**src/hdl/acl_pkg.sv**
```systemverilog
// Shared types and constants for the autocorrelation load predictor.
package acl_pkg;

  // Field widths
  localparam int SAMPLE_W = 16;  // unsigned Q8.8 load sample
  localparam int CORR_W   = 16;  // signed Q1.15 correlation
  localparam int PRED_W   = 17;  // signed Q8.8 prediction
  localparam int LAG_W    = 6;   // lag register
  localparam int QUOT_W   = 16;  // quotient bits produced by the divider
  localparam int OP_W     = SAMPLE_W + 1;  // signed deviation operand
  localparam int PROD_W   = 2 * OP_W;      // signed product

  // Stream payload widths, padded to whole bytes
  localparam int S_TDATA_W = 16;
  localparam int M_TDATA_W = 56;

  // Defaults
  localparam int                WINDOW_LEN_DEF = 64;
  localparam logic [LAG_W-1:0]  LAG_RST        = 6'd1;
  localparam logic [CORR_W-1:0] CORR_MAX       = 16'h7FFF;

  // Accumulator control from the sequencer
  typedef struct packed {
    logic clear;
    logic acc_en;
  } mac_ctl_t;

  // Divider status back to the sequencer
  typedef struct packed {
    logic busy;
    logic done;
  } div_stat_t;

endpackage

```
**src/hdl/acl_ring.sv**
```systemverilog
// Sample ring: one write port, two registered read ports, fill-count based zero reads.
module acl_ring
  import acl_pkg::*;
#(
  parameter int DEPTH = WINDOW_LEN_DEF
) (
  input  logic                       clk_i,
  input  logic                       rst_ni,
  input  logic                       wr_en_i,
  input  logic [SAMPLE_W-1:0]        wr_data_i,
  input  logic [$clog2(DEPTH)-1:0]   rd_addr_a_i,
  input  logic [$clog2(DEPTH)-1:0]   rd_addr_b_i,
  output logic [SAMPLE_W-1:0]        rd_data_a_o,
  output logic [SAMPLE_W-1:0]        rd_data_b_o,
  output logic [$clog2(DEPTH)-1:0]   oldest_o
);

  localparam int IDX_W = $clog2(DEPTH);
  localparam int CNT_W = $clog2(DEPTH + 1);

  logic [SAMPLE_W-1:0] mem_q [DEPTH];
  logic [IDX_W-1:0]    wr_idx_q;
  logic [CNT_W-1:0]    fill_q;
  logic [SAMPLE_W-1:0] rd_a_q, rd_b_q;

  // Write pointer and fill count; entries at or above the fill read as zero
  always_ff @(posedge clk_i or negedge rst_ni) begin
    if (!rst_ni) begin
      wr_idx_q <= '0;
      fill_q   <= '0;
    end else if (wr_en_i) begin
      if (wr_idx_q == IDX_W'(DEPTH - 1)) begin
        wr_idx_q <= '0;
      end else begin
        wr_idx_q <= wr_idx_q + 1'b1;
      end
      if (fill_q != CNT_W'(DEPTH)) begin
        fill_q <= fill_q + 1'b1;
      end
    end
  end

  // Storage write
  always_ff @(posedge clk_i) begin
    if (wr_en_i) begin
      mem_q[wr_idx_q] <= wr_data_i;
    end
  end

  // Registered reads
  always_ff @(posedge clk_i) begin
    rd_a_q <= (CNT_W'(rd_addr_a_i) < fill_q) ? mem_q[rd_addr_a_i] : '0;
    rd_b_q <= (CNT_W'(rd_addr_b_i) < fill_q) ? mem_q[rd_addr_b_i] : '0;
  end

  assign rd_data_a_o = rd_a_q;
  assign rd_data_b_o = rd_b_q;
  assign oldest_o    = wr_idx_q;

endmodule

```
**src/hdl/acl_mac.sv**
```systemverilog
// Shared signed multiplier with a registered product and a clearable accumulator.
module acl_mac
  import acl_pkg::*;
#(
  parameter int ACC_W = PROD_W + 7
) (
  input  logic                     clk_i,
  input  logic                     rst_ni,
  input  mac_ctl_t                 ctl_i,
  input  logic signed [OP_W-1:0]   op_a_i,
  input  logic signed [OP_W-1:0]   op_b_i,
  output logic signed [PROD_W-1:0] prod_o,
  output logic signed [ACC_W-1:0]  acc_o
);

  logic signed [PROD_W-1:0] prod_q;
  logic signed [ACC_W-1:0]  acc_q;

  // Product stage
  always_ff @(posedge clk_i) begin
    prod_q <= op_a_i * op_b_i;
  end

  // Accumulate the previous cycle's product
  always_ff @(posedge clk_i or negedge rst_ni) begin
    if (!rst_ni) begin
      acc_q <= '0;
    end else if (ctl_i.clear) begin
      acc_q <= '0;
    end else if (ctl_i.acc_en) begin
      acc_q <= acc_q + {{(ACC_W - PROD_W){prod_q[PROD_W-1]}}, prod_q};
    end
  end

  assign prod_o = prod_q;
  assign acc_o  = acc_q;

endmodule

```
**src/hdl/acl_div.sv**
```systemverilog
// Restoring divider, one quotient bit per cycle, 16 quotient bits per operation.
module acl_div
  import acl_pkg::*;
#(
  parameter int W = PROD_W + 7
) (
  input  logic              clk_i,
  input  logic              rst_ni,
  input  logic              start_i,
  input  logic [W-1:0]      hi_i,       // upper dividend part, must be below the divisor
  input  logic [QUOT_W-1:0] lo_i,       // lower dividend bits, shifted in MSB first
  input  logic [W-1:0]      divisor_i,
  output div_stat_t         stat_o,
  output logic [QUOT_W-1:0] quot_o
);

  localparam int STEP_W = $clog2(QUOT_W);

  logic [W-1:0]      rem_q, div_q;
  logic [QUOT_W-1:0] lo_q, quot_q;
  logic [STEP_W-1:0] step_q;
  logic              busy_q, done_q;
  logic [W:0]        trial;
  logic              fits;

  // One trial subtraction per cycle
  assign trial = {rem_q, lo_q[QUOT_W-1]};
  assign fits  = trial >= {1'b0, div_q};

  always_ff @(posedge clk_i or negedge rst_ni) begin
    if (!rst_ni) begin
      busy_q <= 1'b0;
      done_q <= 1'b0;
      step_q <= '0;
    end else begin
      done_q <= 1'b0;
      if (start_i) begin
        busy_q <= 1'b1;
        step_q <= '0;
      end else if (busy_q) begin
        step_q <= step_q + 1'b1;
        if (step_q == STEP_W'(QUOT_W - 1)) begin
          busy_q <= 1'b0;
          done_q <= 1'b1;
        end
      end
    end
  end

  // Datapath
  always_ff @(posedge clk_i) begin
    if (start_i) begin
      rem_q  <= hi_i;
      lo_q   <= lo_i;
      div_q  <= divisor_i;
      quot_q <= '0;
    end else if (busy_q) begin
      rem_q  <= fits ? W'(trial - {1'b0, div_q}) : trial[W-1:0];
      lo_q   <= {lo_q[QUOT_W-2:0], 1'b0};
      quot_q <= {quot_q[QUOT_W-2:0], fits};
    end
  end

  assign stat_o.busy = busy_q;
  assign stat_o.done = done_q;
  assign quot_o      = quot_q;

endmodule

```
**src/hdl/autocorrelation_load_predictor.sv**
```systemverilog
// Top level: sequencer around the sample ring, shared multiplier and serial divider.
//
// Each accepted load sample is written into a ring of WINDOW_LEN samples (zero after
// reset), and one result comes back: the window's normalized autocorrelation at lag 1
// and at the lag in the corr_lag register (Q1.15, zero for a flat window or a lag of
// WINDOW_LEN or more), plus the next-load prediction, newest sample times the lag-1
// correlation, in signed Q8.8. One item is handled at a time; s_axis_tready_o is high
// only between items. Each item takes four passes over the ring through the one
// multiply-accumulate unit (window sum, sum of squared deviations, lag-1 and lag-N
// cross terms) and three divisions on the shared divider; a flat window skips the
// lag-1 division and the lag-N pass and division, an out-of-range lag the lag-N pass
// and division. A finished result sits in the output register, so the next sample
// can be accepted while it waits. corr_lag is written through the cfg channel, which
// is always ready.
module autocorrelation_load_predictor
  import acl_pkg::*;
#(
  parameter int WINDOW_LEN = WINDOW_LEN_DEF
) (
  input  logic                 clk_i,
  input  logic                 rst_ni,
  // Input stream
  input  logic                 s_axis_tvalid_i,
  output logic                 s_axis_tready_o,
  input  logic [S_TDATA_W-1:0] s_axis_tdata_i,   // [15:0] load_sample
  // Result stream
  output logic                 m_axis_tvalid_o,
  input  logic                 m_axis_tready_i,
  output logic [M_TDATA_W-1:0] m_axis_tdata_o,   // [16:0] prediction, [32:17] lag1_correlation,
                                                 // [48:33] lag_correlation, [55:49] zero
  // Configuration write channel
  input  logic                 cfg_valid_i,
  output logic                 cfg_ready_o,
  input  logic [LAG_W-1:0]     cfg_data_i        // corr_lag
);

  localparam int IDX_W = $clog2(WINDOW_LEN);
  localparam int CNT_W = $clog2(WINDOW_LEN + 1);
  localparam int ACC_W = PROD_W + $clog2(WINDOW_LEN) + 1;

  typedef enum logic [9:0] {
    S_IDLE = 10'b0000000001,
    S_SUM  = 10'b0000000010,
    S_MEAN = 10'b0000000100,
    S_DEN  = 10'b0000001000,
    S_NUM1 = 10'b0000010000,
    S_DIV1 = 10'b0000100000,
    S_NUML = 10'b0001000000,
    S_DIVL = 10'b0010000000,
    S_PRED = 10'b0100000000,
    S_DONE = 10'b1000000000
  } state_e;

  state_e                   state_q, state_d;
  logic [CNT_W-1:0]         cnt_q, cnt_d;
  logic                     v1_q, v2_q;
  logic [SAMPLE_W-1:0]      newest_q, mean_q;
  logic [ACC_W-1:0]         den_q;
  logic                     neg_q;
  logic [CORR_W-1:0]        c1_q, cl_q;
  logic [LAG_W-1:0]         corr_lag_q;
  logic                     m_valid_q;
  logic [M_TDATA_W-1:0]     m_data_q;

  logic                     in_accept, in_pass, issuing, pass_done, out_free;
  logic                     lag_big, den_zero, sum_mode, pred_sel, div_start;
  logic [IDX_W-1:0]         pass_lag, oldest, addr_a, addr_b, k_b;
  logic [CNT_W-1:0]         pass_len;
  logic [SAMPLE_W-1:0]      rd_a, rd_b, mean_eff;
  logic signed [OP_W-1:0]   op_a, op_b;
  logic signed [PROD_W-1:0] prod;
  logic signed [ACC_W-1:0]  acc;
  logic [ACC_W-1:0]         acc_u, mag;
  logic [ACC_W-1:0]         div_hi, div_divisor;
  logic [QUOT_W-1:0]        div_lo, quot;
  mac_ctl_t                 mac_ctl;
  div_stat_t                div_stat;

  // Chronological offset to physical ring slot
  function automatic logic [IDX_W-1:0] ring_addr(input logic [IDX_W-1:0] base,
                                                 input logic [IDX_W-1:0] ofs);
    logic [IDX_W:0] s;
    s = {1'b0, base} + {1'b0, ofs};
    if (s >= (IDX_W + 1)'(WINDOW_LEN)) begin
      s = s - (IDX_W + 1)'(WINDOW_LEN);
    end
    return s[IDX_W-1:0];
  endfunction

  // Quotient magnitude to signed Q1.15 with saturation of +1.0
  function automatic logic [CORR_W-1:0] to_corr(input logic [QUOT_W-1:0] q, input logic neg);
    logic [QUOT_W:0] n;
    n = -{1'b0, q};
    if (neg) begin
      return n[CORR_W-1:0];
    end else if (q > CORR_MAX) begin
      return CORR_MAX;
    end else begin
      return q;
    end
  endfunction

  assign in_accept       = s_axis_tvalid_i && s_axis_tready_o;
  assign s_axis_tready_o = (state_q == S_IDLE);
  assign cfg_ready_o     = 1'b1;
  assign out_free        = !m_valid_q || m_axis_tready_i;
  assign lag_big         = int'(corr_lag_q) >= WINDOW_LEN;
  assign den_zero        = (den_q == '0);

  // Pass control: lag and length of the current pass over the ring
  assign in_pass  = (state_q == S_SUM) || (state_q == S_DEN) ||
                    (state_q == S_NUM1) || (state_q == S_NUML);
  assign pass_lag = (state_q == S_NUM1) ? IDX_W'(1) :
                    (state_q == S_NUML) ? IDX_W'(corr_lag_q) : '0;
  assign pass_len = CNT_W'(WINDOW_LEN) - CNT_W'(pass_lag);
  assign issuing  = in_pass && (cnt_q < pass_len);
  assign pass_done = in_pass && (cnt_q == pass_len) && !v1_q && !v2_q;

  // Read addresses in chronological order, oldest first
  assign k_b    = cnt_q[IDX_W-1:0] + pass_lag;
  assign addr_a = ring_addr(oldest, cnt_q[IDX_W-1:0]);
  assign addr_b = ring_addr(oldest, k_b);

  acl_ring #(
    .DEPTH (WINDOW_LEN)
  ) u_ring (
    .clk_i       (clk_i),
    .rst_ni      (rst_ni),
    .wr_en_i     (in_accept),
    .wr_data_i   (s_axis_tdata_i[SAMPLE_W-1:0]),
    .rd_addr_a_i (addr_a),
    .rd_addr_b_i (addr_b),
    .rd_data_a_o (rd_a),
    .rd_data_b_o (rd_b),
    .oldest_o    (oldest)
  );

  // Multiplier operands: deviations, raw samples for the sum, or the prediction
  assign sum_mode = (state_q == S_SUM);
  assign pred_sel = (state_q == S_PRED) || (state_q == S_DONE);
  assign mean_eff = sum_mode ? '0 : mean_q;

  always_comb begin
    if (pred_sel) begin
      op_a = signed'({1'b0, newest_q});
      op_b = signed'({c1_q[CORR_W-1], c1_q});
    end else begin
      op_a = signed'({1'b0, rd_a} - {1'b0, mean_eff});
      op_b = sum_mode ? OP_W'(1) : signed'({1'b0, rd_b} - {1'b0, mean_q});
    end
  end

  acl_mac #(
    .ACC_W (ACC_W)
  ) u_mac (
    .clk_i  (clk_i),
    .rst_ni (rst_ni),
    .ctl_i  (mac_ctl),
    .op_a_i (op_a),
    .op_b_i (op_b),
    .prod_o (prod),
    .acc_o  (acc)
  );

  // Divider operands: window sum by length, or |num| * 2^15 by den
  assign acc_u       = unsigned'(acc);
  assign mag         = acc[ACC_W-1] ? (~acc_u + 1'b1) : acc_u;
  assign div_hi      = sum_mode ? (acc_u >> QUOT_W) : (mag >> 1);
  assign div_lo      = sum_mode ? acc_u[QUOT_W-1:0] : {mag[0], {(QUOT_W - 1){1'b0}}};
  assign div_divisor = sum_mode ? ACC_W'(WINDOW_LEN) : den_q;

  acl_div #(
    .W (ACC_W)
  ) u_div (
    .clk_i     (clk_i),
    .rst_ni    (rst_ni),
    .start_i   (div_start),
    .hi_i      (div_hi),
    .lo_i      (div_lo),
    .divisor_i (div_divisor),
    .stat_o    (div_stat),
    .quot_o    (quot)
  );

  // Sequencer; the accumulator adds whenever a product leaves the pipeline
  always_comb begin
    state_d        = state_q;
    div_start      = 1'b0;
    mac_ctl.clear  = 1'b0;
    mac_ctl.acc_en = v2_q;
    case (state_q)
      S_IDLE: begin
        if (in_accept) begin
          state_d       = S_SUM;
          mac_ctl.clear = 1'b1;
        end
      end
      S_SUM: begin
        if (pass_done) begin
          state_d       = S_MEAN;
          div_start     = 1'b1;
          mac_ctl.clear = 1'b1;
        end
      end
      S_MEAN: begin
        if (div_stat.done) begin
          state_d = S_DEN;
        end
      end
      S_DEN: begin
        if (pass_done) begin
          state_d       = S_NUM1;
          mac_ctl.clear = 1'b1;
        end
      end
      S_NUM1: begin
        if (pass_done) begin
          mac_ctl.clear = 1'b1;
          if (den_zero) begin
            state_d = S_PRED;
          end else begin
            state_d   = S_DIV1;
            div_start = 1'b1;
          end
        end
      end
      S_DIV1: begin
        if (div_stat.done) begin
          state_d = lag_big ? S_PRED : S_NUML;
        end
      end
      S_NUML: begin
        if (pass_done) begin
          state_d       = S_DIVL;
          div_start     = 1'b1;
          mac_ctl.clear = 1'b1;
        end
      end
      S_DIVL: begin
        if (div_stat.done) begin
          state_d = S_PRED;
        end
      end
      S_PRED: begin
        state_d = S_DONE;
      end
      S_DONE: begin
        if (out_free) begin
          state_d = S_IDLE;
        end
      end
      default: begin
        state_d = S_IDLE;
      end
    endcase
  end

  // Pass counter
  always_comb begin
    if (!in_pass || pass_done) begin
      cnt_d = '0;
    end else if (issuing) begin
      cnt_d = cnt_q + 1'b1;
    end else begin
      cnt_d = cnt_q;
    end
  end

  // Control registers
  always_ff @(posedge clk_i or negedge rst_ni) begin
    if (!rst_ni) begin
      state_q    <= S_IDLE;
      cnt_q      <= '0;
      v1_q       <= 1'b0;
      v2_q       <= 1'b0;
      m_valid_q  <= 1'b0;
      corr_lag_q <= LAG_RST;
    end else begin
      state_q <= state_d;
      cnt_q   <= cnt_d;
      v1_q    <= issuing;
      v2_q    <= v1_q;
      if (cfg_valid_i && cfg_ready_o) begin
        corr_lag_q <= cfg_data_i;
      end
      if (state_q == S_DONE && out_free) begin
        m_valid_q <= 1'b1;
      end else if (m_axis_tready_i) begin
        m_valid_q <= 1'b0;
      end
    end
  end

  // Per-item results
  always_ff @(posedge clk_i) begin
    if (in_accept) begin
      newest_q <= s_axis_tdata_i[SAMPLE_W-1:0];
    end
    if (state_q == S_MEAN && div_stat.done) begin
      mean_q <= quot;
    end
    if (state_q == S_DEN && pass_done) begin
      den_q <= acc_u;
    end
    if (div_start) begin
      neg_q <= acc[ACC_W-1];
    end
    if (state_q == S_NUM1 && pass_done && den_zero) begin
      c1_q <= '0;
      cl_q <= '0;
    end
    if (state_q == S_DIV1 && div_stat.done) begin
      c1_q <= to_corr(quot, neg_q);
      if (lag_big) begin
        cl_q <= '0;
      end
    end
    if (state_q == S_DIVL && div_stat.done) begin
      cl_q <= to_corr(quot, neg_q);
    end
    if (state_q == S_DONE && out_free) begin
      m_data_q <= {{(M_TDATA_W - PRED_W - 2 * CORR_W){1'b0}}, cl_q, c1_q,
                   prod[PRED_W+QUOT_W-2:QUOT_W-1]};
    end
  end

  assign m_axis_tvalid_o = m_valid_q;
  assign m_axis_tdata_o  = m_data_q;

`ifndef SYNTHESIS
  // Between items no read, product or division is still in flight
  a_idle_quiet: assert property (@(posedge clk_i) disable iff (!rst_ni)
    s_axis_tready_o |-> (!v1_q && !v2_q && !div_stat.busy))
    else $error("work in flight while ready for a new sample");

  // An accepted sample starts the sequence at once
  a_accept_busy: assert property (@(posedge clk_i) disable iff (!rst_ni)
    in_accept |=> !s_axis_tready_o)
    else $error("still ready after accepting a sample");

  // The divider is only started when free
  a_div_free: assert property (@(posedge clk_i) disable iff (!rst_ni)
    div_start |-> !div_stat.busy)
    else $error("divider started while busy");

  // A finished item always lands in the output register
  a_out_load: assert property (@(posedge clk_i) disable iff (!rst_ni)
    (state_q == S_DONE && out_free) |=> m_axis_tvalid_o)
    else $error("result not presented after completion");
`endif

endmodule

```
**config.mk**
```make
export PLATFORM = sky130hd
export DESIGN_NAME = autocorrelation_load_predictor
export DESIGN_NICKNAME = d
export VERILOG_FILES = /design/src/hdl/acl_pkg.sv /design/src/hdl/acl_ring.sv /design/src/hdl/acl_mac.sv /design/src/hdl/acl_div.sv /design/src/hdl/autocorrelation_load_predictor.sv
export SDC_FILE = /design/constraint.sdc
export NUM_CORES = 2
export LEC_CHECK = 0
export ABC_AREA = 1
export BUFFER_PORTS_ARGS = -buffer_cell sky130_fd_sc_hd__clkbuf_2
export CAP_MARGIN = 40
export CORE_ASPECT_RATIO = 1.75
export CORE_MARGIN = 10
export CORE_UTILIZATION = 45
export DETAILED_ROUTE_END_ITERATION = 6
export REMOVE_ABC_BUFFERS = 1
export SLEW_MARGIN = 20
export SYNTH_ARGS = -nofsm -noshare
export SYNTH_HDL_FRONTEND = slang
export SYNTH_SLANG_ARGS = --single-unit
export TNS_END_PERCENT = 20
```
**constraint.sdc**
```tcl
create_clock -name clk_i -period 19.1 [get_ports clk_i]
set_clock_uncertainty 0.15 [all_clocks]
set_input_delay 5.73 -clock clk_i [delete_from_list [all_inputs] [get_ports clk_i]]
set_output_delay 5.73 -clock clk_i [all_outputs]
set_load 0.05 [all_outputs]
```
==> flow_metrics.tcl <==
set metrics [dict create \
    slowest_stage "fa_1" \
    synth_area_leaders "edfxtp_1 (43%), fa_1 (6.8%), nand2_1 (6.7%)" \
    synth.top_cell.area_share 0.432 \
    clkLatencyLatePin_ps 860 \
    num_io_pins 86 \
    final_antenna_net_count 0 \
    place_ws_ps 9580 \
    place_congestion 0.972 \
    tightest_slew_ps 1160 \
    grt_overflow 0 \
    reg2reg_from "state_q[8]$_DFFE_PN0P_" \
    cp_num_buf_inv 10 \
    die_y_um 608 \
    syn_area_mm2 0.0888 \
    outcome "complete, no violations" \
    drc_errors 0 \
    yosysWarnings 0 \
    cts_tree "done" \
    end_kind "flip-flop" \
    vias 75200 \
    timing.fmax_ghz 0.105 \
    ys_ff_latch 1445 \
    worstPathArrival_ps 10070 \
    cts-buffers-inserted 153 \
    cp.required_ps 19670 \
    start_util 0.453 \
    post_cts_buffers 0 \
    synth_seq_area_share 0.475 \
    drtIter0Drc 8185 \
    clock-root-buffer "clkbuf_16" \
    fin_crit_sh 0.497 \
    grt_max_degree 195 \
    finalHoldViolCount 0 \
    fin_ws_ps 9600 \
    min_period_ps 9500 \
    cts.sinks 1445 \
    report.final.slew_viol_count 0 \
    clkSlewWorstSetupHoldPaths_ps 60 \
    cts_resized 0 \
    h-tree-depth 4 \
    nNetsFinal 10700 \
    antenna_found_initial 13 \
    coreArea_mm2 0.196 \
    area_growth_syn_to_layout_pct 9.36 \
    hold_buffers 0 \
    clock_path_buffers 4 \
    reg2reg_to "u_mac.prod_o[32]$_DFF_P_" \
    hold_end "m_axis_tdata_o[47]$_DFFE_PP_" \
    finalSetupViolations 0 \
    crit_family "adder cells" \
    io_buffers 77 \
    synth_ff_type "edfxtp_1" \
    via_per_inst 5.87 \
    wl_per_cell_um 26.3 \
    async_reset_ff_frac 0.0595 \
    grt_pass1_vias 74400 \
    fp-row-count 215 \
    syn_avg_cell_area_um2 8.71 \
    ff2ff_path_depth 37 \
    final_layout_size_suffix_gt1_frac 0.0610 \
    dieArea_mm2 0.216 \
    hp-class "reg2reg" \
    utilization 0.495 \
    synth_edf_count 1277 \
    fillerInstances 18400 \
    hold_depth 0 \
    drv_cap 0 \
    synthCells 10200 \
    track_usage 0.303 \
    stdcell_count 12800 \
    drt_wl_total_um 338000 \
    slowest_delay_ps 770 \
    yosysTopAreaCell "edfxtp_1" \
    crit_type "reg2reg" \
    min-delay-start "cl_q[14]$_SDFFCE_PN0P_" \
    crit_fanout 45 \
    post-dp-hpwl_um 232000 \
    start_kind "flip-flop" \
    dr.pass1.iters 6 \
    place_inst 12500 \
    rrSetupSlack_ps 9600 \
    grt_setup_unrepaired "no" \
    die_w_um 356 \
    slew_headroom 0.228 \
    grt_pass1_wl_um 489000 \
    yosys.cell_types.count 63 \
]
[cells by family (layout without fill, tap and decap cells)]
logic type	Yosys count	count (layout)	share of synthesized area
compound gates	2466	2466	0.147
xor+xnor	129	129	0.0131
fa+ha+maj	541	541	0.102
buf+inv	2042	2061	0.0906
flops	1445	1445	0.475
mux	1	1	0.000127
other cells	2	12	0.0000846
simple gates	3566	3566	0.172
[layout make-up]
type	count	area, um^2	area share
clock inverters	64	498	0.00513
multi-input cells	6711	38800	0.400
clock buffers	201	4130	0.0426
flip-flops and latches	1445	42100	0.434
well taps	2604	3260	0.0336
inverters	1516	5720	0.0589
repair buffers	280	2470	0.0255
diodes	4	10.0	0.000103
[routing by layer]
layer | track usage | vias to the layer above | routed length [um]
met5 | 0 | - | 67
met4 | 0.256 | 10 | 33800
met3 | 0.0392 | 1079 | 23400
met2 | 0.523 | 3744 | 166000
met1 | 0.326 | 36200 | 114000
li1 | - | 34200 | -
[worst reg2reg max path, delay by kind of cell, from the launching register on]
family / cells / cell delay [ps]
simple gates: 16 / 2420
buf+inv: 10 / 1640
xor+xnor: 1 / 150
compound gates: 1 / 200
flops: 1 / 410
fa+ha+maj: 9 / 4450
[worst max path at each step]
| stage | startpoint | endpoint | cells past startpoint |
|---|---|---|---|
| after floorplan | state_q[0]$_DFFE_PN1P_ | u_ring.rd_data_b_o[6]$_SDFF_PP0_ | 16 |
| after detailed placement | state_q[9]$_DFFE_PN0P_ | u_mac.prod_o[32]$_DFF_P_ | 37 |
| after global placement | state_q[9]$_DFFE_PN0P_ | u_mac.prod_o[25]$_DFF_P_ | 37 |
| after global routing | state_q[9]$_DFFE_PN0P_ | u_mac.prod_o[32]$_DFF_P_ | 37 |
| final | state_q[8]$_DFFE_PN0P_ | u_mac.prod_o[32]$_DFF_P_ | 37 |
| after CTS | state_q[9]$_DFFE_PN0P_ | u_mac.prod_o[32]$_DFF_P_ | 37 |
[stage by stage]
| stage | area (um^2) | hold slack, ps | setup TNS (ps) |
|---|---|---|---|
| finish | 97100 | 259 | 0 |
| global placement | 91700 | 254 | 0 |
| floorplan | 86400 | 225 | -30190 |
| global route | 97100 | 275 | 0 |
| detailed placement | 92000 | 254 | 0 |
| CTS | 96700 | 259 | 0 |
[sequential cells by signal, summed over array words and instances (netlist names), 4 cells and up]
register,flops
u_ring.oldest_o,6
cnt_q,7
den_q,41
mean_q,16
u_ring.rd_data_a_o,16
newest_q,16
u_ring.rd_data_b_o,16
c1_q,16
u_div.step_q,4
u_div.quot_o,16
u_mac.prod_o,34
m_axis_tdata_o,49
u_div.lo_q,16
cl_q,16
u_mac.acc_o,41
u_div.div_q,41
u_div.rem_q,41
state_q,10
corr_lag_q,6
u_ring.fill_q,7
u_ring.mem_q,1024
[placed cells by master (no fill, tap or decap), types with 82 or more instances in the layout]
cell,synthesis,routed
inv_1,1486,1483
nand2_1,1592,1592
a21oi_1,984,984
clkbuf_16,0,156
o211ai_1,200,200
o21ai_0,1152,1149
ha_1,238,236
edfxtp_1,1277,1277
buf_4,22,162
nand3_1,976,976
nor2_1,776,757
fa_1,303,301
dfxtp_1,82,82
dfrtp_1,84,84
[synth_stat cells, types with 18 or more instances]
| cell | instances |
|---|---|
| dfrtp_1 | 84 |
| o211ai_1 | 200 |
| inv_2 | 27 |
| buf_4 | 22 |
| fa_1 | 303 |
| buf_2 | 157 |
| dfxtp_1 | 82 |
| buf_1 | 79 |
| nand3_1 | 976 |
| edfxtp_1 | 1277 |
| nand2_1 | 1592 |
| o21ai_1 | 34 |
| nor2_1 | 776 |
| xor2_1 | 79 |
| clkbuf_1 | 255 |
| xnor2_1 | 47 |
| nor3_1 | 44 |
| nand4_1 | 76 |
| a21oi_1 | 984 |
| o22ai_1 | 33 |
| o21bai_1 | 18 |
| inv_1 | 1486 |
| ha_1 | 238 |
| o21ai_0 | 1152 |
Power is left out: the tool's default activity adds up to more than one toggle a clock period on the data nets, which glitch-free logic cannot reach.
